--- src/design/assert_macros.svh ---
// Assertion macros shared by the tracker modules.
`ifndef ASSERT_MACROS_SVH
`define ASSERT_MACROS_SVH
`define ASSERT_IMPL(label, ante, cons, msg) \
   label: assert property (@(posedge clock) disable iff (reset) (ante) |-> (cons)) \
      else $error(msg);
`define ASSERT_NEXT(label, ante, cons, msg) \
   label: assert property (@(posedge clock) disable iff (reset) (ante) |=> (cons)) \
      else $error(msg);
`endif

--- src/design/rwot_pkg.sv ---
`timescale 1ns / 1ps
// ----------------------------------------------------------------------------
// rwot_pkg
// Shared types and constants of the recent write overlap tracker.
// ----------------------------------------------------------------------------
package rwot_pkg;
   localparam int TRACK_DEPTH = 16;
   localparam int MAX_RANGE_BLOCKS = 1024;
   localparam int BLOCK_INDEX_BITS = 48;
   localparam int SLOT_BITS = (TRACK_DEPTH > 1) ? $clog2(TRACK_DEPTH) : 1;
   localparam int FILL_BITS = $clog2(TRACK_DEPTH + 1);
   localparam int COUNT_BITS = 11;
   localparam int COVER_BITS = $clog2(MAX_RANGE_BLOCKS + 1);
   localparam int ENTRY_BITS = 64 + BLOCK_INDEX_BITS + COUNT_BITS;

   typedef enum logic [1:0] {
      OP_CHECK = 2'd0, OP_ADD = 2'd1, OP_CLEAR = 2'd2, OP_NONE = 2'd3
   } op_type;

   typedef enum logic [2:0] {
      ST_NONE = 3'd0, ST_PARTIAL = 3'd1, ST_COMPLETE = 3'd2, ST_TOO_OLD = 3'd3,
      ST_REPEATED = 3'd4, ST_RECORDED = 3'd5, ST_DUPLICATE = 3'd6, ST_CLEARED = 3'd7
   } status_type;

   typedef struct packed {
      logic [1:0]  operation;
      logic [63:0] request_id;
      logic [47:0] range_start;
      logic [10:0] block_count;
   } req_type;

   typedef struct packed {
      logic [2:0]  status;
      logic [63:0] overlap_id;
      logic [47:0] overlap_start;
      logic [10:0] overlap_count;
      logic        evicted;
      logic [63:0] evicted_id;
   } rsp_type;

   // normalized request between front and back
   typedef struct packed {
      op_type                      op;
      logic [63:0]                 id;
      logic [BLOCK_INDEX_BITS-1:0] start;
      logic [COUNT_BITS-1:0]       len;
   } job_type;
endpackage

--- src/design/rwot_front.sv ---
`timescale 1ns / 1ps
// ----------------------------------------------------------------------------
// rwot_front
// Accept requests, normalize the range and hold one job for the back end.
// ----------------------------------------------------------------------------
`include "assert_macros.svh"
module rwot_front import rwot_pkg::*; (
   input  logic    clock,
   input  logic    reset,
   input  logic    start,
   input  req_type req_data,
   output logic    busy,
   output logic    job_valid,
   output job_type job,
   input  logic    job_take,
   input  logic    back_idle
);
   localparam logic [BLOCK_INDEX_BITS-1:0] TOP = '1;
   logic    full_ff, full_in;
   job_type job_ff, job_in;
   logic [COUNT_BITS-1:0] n;
   logic [BLOCK_INDEX_BITS-1:0] room;

   always_comb begin
      n = req_data.block_count;
      if (n == '0) n = COUNT_BITS'(1);
      if (n > COUNT_BITS'(MAX_RANGE_BLOCKS)) n = COUNT_BITS'(MAX_RANGE_BLOCKS);
      room = TOP - req_data.range_start[BLOCK_INDEX_BITS-1:0];
      if (room < BLOCK_INDEX_BITS'(n - 1'b1)) n = COUNT_BITS'(room + 1'b1);
      job_in = job_ff;
      full_in = full_ff;
      if (job_take) full_in = 1'b0;
      if (start && !busy) begin
         full_in = 1'b1;
         job_in.op = op_type'(req_data.operation);
         job_in.id = req_data.request_id;
         job_in.start = req_data.range_start[BLOCK_INDEX_BITS-1:0];
         job_in.len = n;
      end
   end

   always_ff @(posedge clock) begin
      if (reset) full_ff <= 1'b0;
      else full_ff <= full_in;
      job_ff <= job_in;
   end

   assign busy = full_ff || !back_idle;
   assign job_valid = full_ff;
   assign job = job_ff;

   `ASSERT_IMPL(a_take_full, job_take, full_ff, "take without job")
   `ASSERT_NEXT(a_accept_fills, start && !busy, full_ff, "accepted request lost")
endmodule

--- config.mk ---
export PLATFORM = sky130hd
export DESIGN_NAME = rwot_front
export DESIGN_NICKNAME = d
export VERILOG_FILES = /design/src/design/rwot_pkg.sv /design/src/design/rwot_front.sv
export VERILOG_INCLUDE_DIRS = /design/src /design/src/design
export SDC_FILE = /design/constraint.sdc
export NUM_CORES = 1
export LEC_CHECK = 0
export BUFFER_PORTS_ARGS = -buffer_cell sky130_fd_sc_hd__buf_2
export CORE_ASPECT_RATIO = 1.4
export CORE_MARGIN = 3
export CORE_UTILIZATION = 52
export DETAILED_ROUTE_END_ITERATION = 16
export PLACE_DENSITY = 0.86
export SETUP_SLACK_MARGIN = 0.1
export SLEW_MARGIN = 20
export SYNTH_ARGS = -nofsm -noshare
export SYNTH_HDL_FRONTEND = slang
export SYNTH_SLANG_ARGS = --single-unit
--- constraint.sdc ---
create_clock -name clock -period 15.74 [get_ports clock]
set_input_delay 0.787 -clock clock [delete_from_list [all_inputs] [get_ports clock]]
set_output_delay 0.787 -clock clock [all_outputs]
set_load 0.05 [all_outputs]
# Word level (Yosys, flattened, before mapping)
# Cells that the tools add are included.
# word_totals
regBits	126
input_bits	130
output_inout_bits	127
elab_cells	21
# classes
addsub	3
magnitude_cmp	2
mux	5
reduce_logical	6
# op_table
cell	count
$lt A48 B48 Y1	1
$sub A48 B48 Y48 const A	1
$mux W11	3
$sub A11 B1 Y12 const B	1
$add A11 B1 Y11 const B	1
$gt A11 B11 Y1 const B	1
$logic_not A11 Y1	1
$logic_not A1 Y1	2
$mux W1	2
$reduce_bool A2 Y1	1
$logic_and A1 B1 Y1	1
$logic_or A1 B1 Y1	1

# Depth between registers and ports, before layout
# depth
depth_word	7
mapped_depth	16
depth_no_buf	15

# Worst setup path after synthesis
# No wires, ideal clock.
# synth_path
kind	input to register
startpoint	in back_idle
endpoint	reg job_ff (netlist bit job[0]), enable pin
setup_ns	0.612
arrival_ns	6.465
t_required_ns	15.128
slack_ns	8.663
cell_stages	2
n_path_buf	0
path_cell_list	nand2b_1 -> nor2_1
# synth_between
elab_chain_cells	4
# synth_lines
item	line_no	source
from (decl)	rwot_front.sv:16	input logic back_idle
$logic_not A1 Y1	rwot_front.sv:48	assign busy = full_ff || !back_idle;
$logic_or A1 B1 Y1	rwot_front.sv:48	
$logic_not A1 Y1	rwot_front.sv:33	if (start && !busy) begin
$logic_and A1 B1 Y1	rwot_front.sv:33	
to (signal assigned)	rwot_front.sv:45	job_ff <= job_in;
to (decl)	rwot_front.sv:20	job_type job_ff, job_in;
# Every way passes these cells.
# A chain may end at the register's enable or synchronous reset.

# Worst setup path after layout
# layout_path
startpoint	in req_data[4] (netlist bit)
endpoint	reg job_ff (netlist bit job[1]), data pin
# layout_between
elab_chain_cells	7
# layout_lines
item	line_no	source
from (decl)	rwot_front.sv:11	input req_type req_data,
$logic_not A11 Y1	rwot_front.sv:26	if (n == '0) n = COUNT_BITS'(1);
$mux W11 *	rwot_front.sv:26	
$gt A11 B11 Y1	rwot_front.sv:27	if (n > COUNT_BITS'(MAX_RANGE_BLOCKS)) n = COUNT_BITS'(MAX_RANGE_BLOCKS);
$mux W11 *	rwot_front.sv:27	
$sub A11 B1 Y12	rwot_front.sv:29	if (room < BLOCK_INDEX_BITS'(n - 1'b1)) n = COUNT_BITS'(room + 1'b1);
$lt A48 B48 Y1	rwot_front.sv:29	
$mux W11 *	rwot_front.sv:29	
net n[1]	rwot_front.sv:21	logic [COUNT_BITS-1:0] n;
# Mark *: on every way through the listed nets, which the timed path passes. The rest lies on a longest branch.

==> impl_metrics.csv <==
group,metric,value,unit
flow_run,maxCapViolCount,0,
synthesis,synth_top_flop_cell,"edfxtp_1",
setup_path,r2r.worst_path.cells,4,
timing,tightest_slew,944,ps
cts,numClockSinks,126,
floorplan,initial_core_util,53.8,%
drt,drt_iter0_markers,187,
placement,dp_hpwl,12.5,mm
synthesis,yosysWarningCount,0,
synthesis,netlist_instances,434,
timing,max_freq,220,MHz
timing,fin_crit,4550,ps
cts,path_clk_slew,60,ps
timing,maxSlewHeadroom,37.1,%
cells_and_area,layout_common_cells,"buf_2, edfxtp_1, inv_1",
setup_path,rrSetupSlack,13280,ps
cts,cts_max_level,4,
floorplan,pin_count,257,
timing,setup_viol,0,
setup_path,cp.required,15960,ps
setup_path,crit_path_max_fanout,13,
pwr,leakage,3.62,nW
setup_path,cp_slowest_cell,"or4b_2",
drt,postRouteAntennaNets,0,
drt,wl_per_cell,17.9,um
timing,slew_viol_final,0,
pwr,ir_drop,0.0718,mV
cells_and_area,antenna_cells,0,
cts,cts_resized,0,
floorplan,die_y,132,um
timing,tns,0,ps
floorplan,rows,45,
worst_hold_path,min_path_type,"in2reg",
timing,finalCritPeriodShare,28.9,%
floorplan,dieArea,0.0127,sq mm
placement,gp_congestion,0.894,
setup_path,worstSetupPathDepth,16,
grt,grt-busiest-layer,"met2",
setup_path,end_kind,"register",
cells_and_area,nFillCells,768,
synthesis,syn_area_per_cell,13.6,sq um
cells_and_area,final_nets,918,
drt,drc_errors,0,
grt,grt_pass1_vias,4797,
placement,io_buffers,256,
cts,root_buffer,"clkbuf_16",
cells_and_area,drive_above_1_share,40.3,%
outcome,status,"finished clean",
grt,gr-usage-met1,24.0,%
synthesis,synth_seq_cells,126,
synthesis,ys_seq_area_share,63.8,%
synthesis,synth_edf_count,125,
setup_path,critPathBufInv,1,
cells_and_area,layout_commonest_cell,"buf_2",
setup_path,r2r-end,"job[96]",
setup_path,crit_chain,"buf_2 > nor4_4 > a31oi_1 > or2_2 > ha_1 > o21ai_0 > or3_1 > o211ai_1 > and2_1 > ha_1 > and4_1 > a31o_2 > o21ai_0 > a31oi_2 > or4b_2 > o311ai_1",
timing,fin_worst_skew,8.54,ps
cts,cts_tree,"yes",
drt,dr.pass1.iters,4,
cts,clockBufferDepth,2,
grt,antenna_found_initial,0,
grt,met3_usage,5.77,%
setup_path,r2r_start,"job_valid",
setup_path,path_class,"in2reg",
floorplan,core_area,0.0110,sq mm
timing,final_hold_viol_count,0,
grt,met2_usage,48.1,%
grt,grt_max_degree,77,
setup_path,worst_ep_arrival_time,4770,ps
worst_hold_path,hp-start,"reset",
worst_hold_path,hold_end,"job_valid",
drt,drt-total-wl,16.0,mm
synthesis,ys_types,54,
drt,via_per_inst,5.22,
grt,track_usage,24.9,%
setup_path,cpPeakStageDelay,710,ps
synthesis,synthArstFlopShare,0,%
floorplan,die_x,96.1,um
timing,rsz0062_at_grt,"false",
cts,cts_buffers,17,
drt,vias,4664,
cells_and_area,area_growth,35.7,%
synthesis,netlist_area,0.00591,sq mm
cts,clock_latency,410,ps
cts,cts_setup_buffers,0,
setup_path,start_kind,"primary input",
worst_hold_path,whs_path_depth,2,
pwr,p_per_area,113,mW/mm^2
setup_path,critPathTopFamily,"simple AND/OR/NAND/NOR gates",
grt,grt_pass1_wl,23.6,mm
cts,cts_hold_buf,0,
grt,grt-ovfl-total,0,
pwr,total_power,905,uW
==> kinds of logic after synthesis <==
logic type                 after synthesis  synth area share (%)
buffers and inverters                   58                  4.08
and+or+nand+nor                        114                  10.8
AOI/OAI and AO/OA                       65                  7.49
adders and majority gates               49                  10.4
DFF                                    126                  63.8
other                                    1                0.0634
muxes                                    9                  1.57
xor gates and xnor gates                12                  1.78
==> stage by stage <==
step                      hold WS [ps]  area (sq um)  cells  setup slack, ps  util (%)
after floorplan                    736          6050    470             8660         -
after global placement             532          7470    861            10930      68.1
after detailed placement           546          7470    861            10820      68.1
after CTS                          526          8020    893            11240      73.1
after global routing               528          8020    893            10980      73.1
final                              538          8020    893            11200      73.1
==> routing by layer <==
metal	share of wire [%]	vias up
met3	7.1	34
met4	2.4	0
met5	0	-
met2	57	186
li1	-	2212
met1	33	2232
==> state kept, by name (all words and copies together) (netlist names) <==
register	cells
job	125
job_valid	1
==> synth_stat cells, types with 2 or more instances <==
cell type  number  area share [%]
a211oi_1        4            0.51
a21o_1          3            0.38
a21oi_1        14             1.2
a31oi_1         3            0.32
and2_1          3            0.32
and4_1          4            0.59
buf_6           2            0.38
clkbuf_1        3            0.19
edfxtp_1      125              63
ha_1           49              10
inv_1          50             3.2
mux2_2          2            0.38
mux2i_1         7             1.2
nand2_1        30             1.9
nand2b_1        2            0.21
nand3_1         8            0.68
nand4_1         7            0.74
nor2_1         23             1.5
nor2b_1         6            0.63
nor3_1          4            0.34
nor4_1          4            0.42
nor4_4          2            0.72
o211ai_1       11             1.4
o21a_1          3            0.38
o21ai_0        11            0.93
o311ai_1        3            0.44
o31ai_1         2            0.25
or3_1           4            0.42
or4_1           9             1.1
or4_4           2            0.38
xnor2_1         9             1.3
xor2_1          3            0.44
==> worst reg2reg max path: stages, from the launching register on <==
cell      delay [ps]
dfxtp_1          320
nand2b_1         190
nor2_4            90
buf_4            550
buf_4            880
==> worst max-delay path by stage <==
stage	from	end	slack, ps
finish	req_data[4]	job[1]	11200
global route	req_data[4]	job[1]	10980
CTS	req_data[4]	job[1]	11240
detailed placement	req_data[4]	job[1]	10820
global placement	req_data[4]	job[1]	10930
floorplan	back_idle	job[0]	8660
==> power by group <==
group | internal (mW) | leakage (nW) | switching (mW)
Clock | 0.217 | 0.262 | 0.143
Combinational | 0.0458 | 2.18 | 0.107
Sequential | 0.389 | 1.17 | 0.00379
Total | 0.651 | 3.62 | 0.254
==> area by class of cell <==
class                      count  area (sq um)  area share [%]
clock buffer                  18           429            5.35
clock inverter                14           120            1.50
inverter                      50           188            2.34
multi-input combinational    286          2040            25.4
sequential                   126          3770            47.0
tap                          141           176            2.20
timing repair buffer         258          1300            16.2
Note: power is estimated with default switching activity, not from simulation.
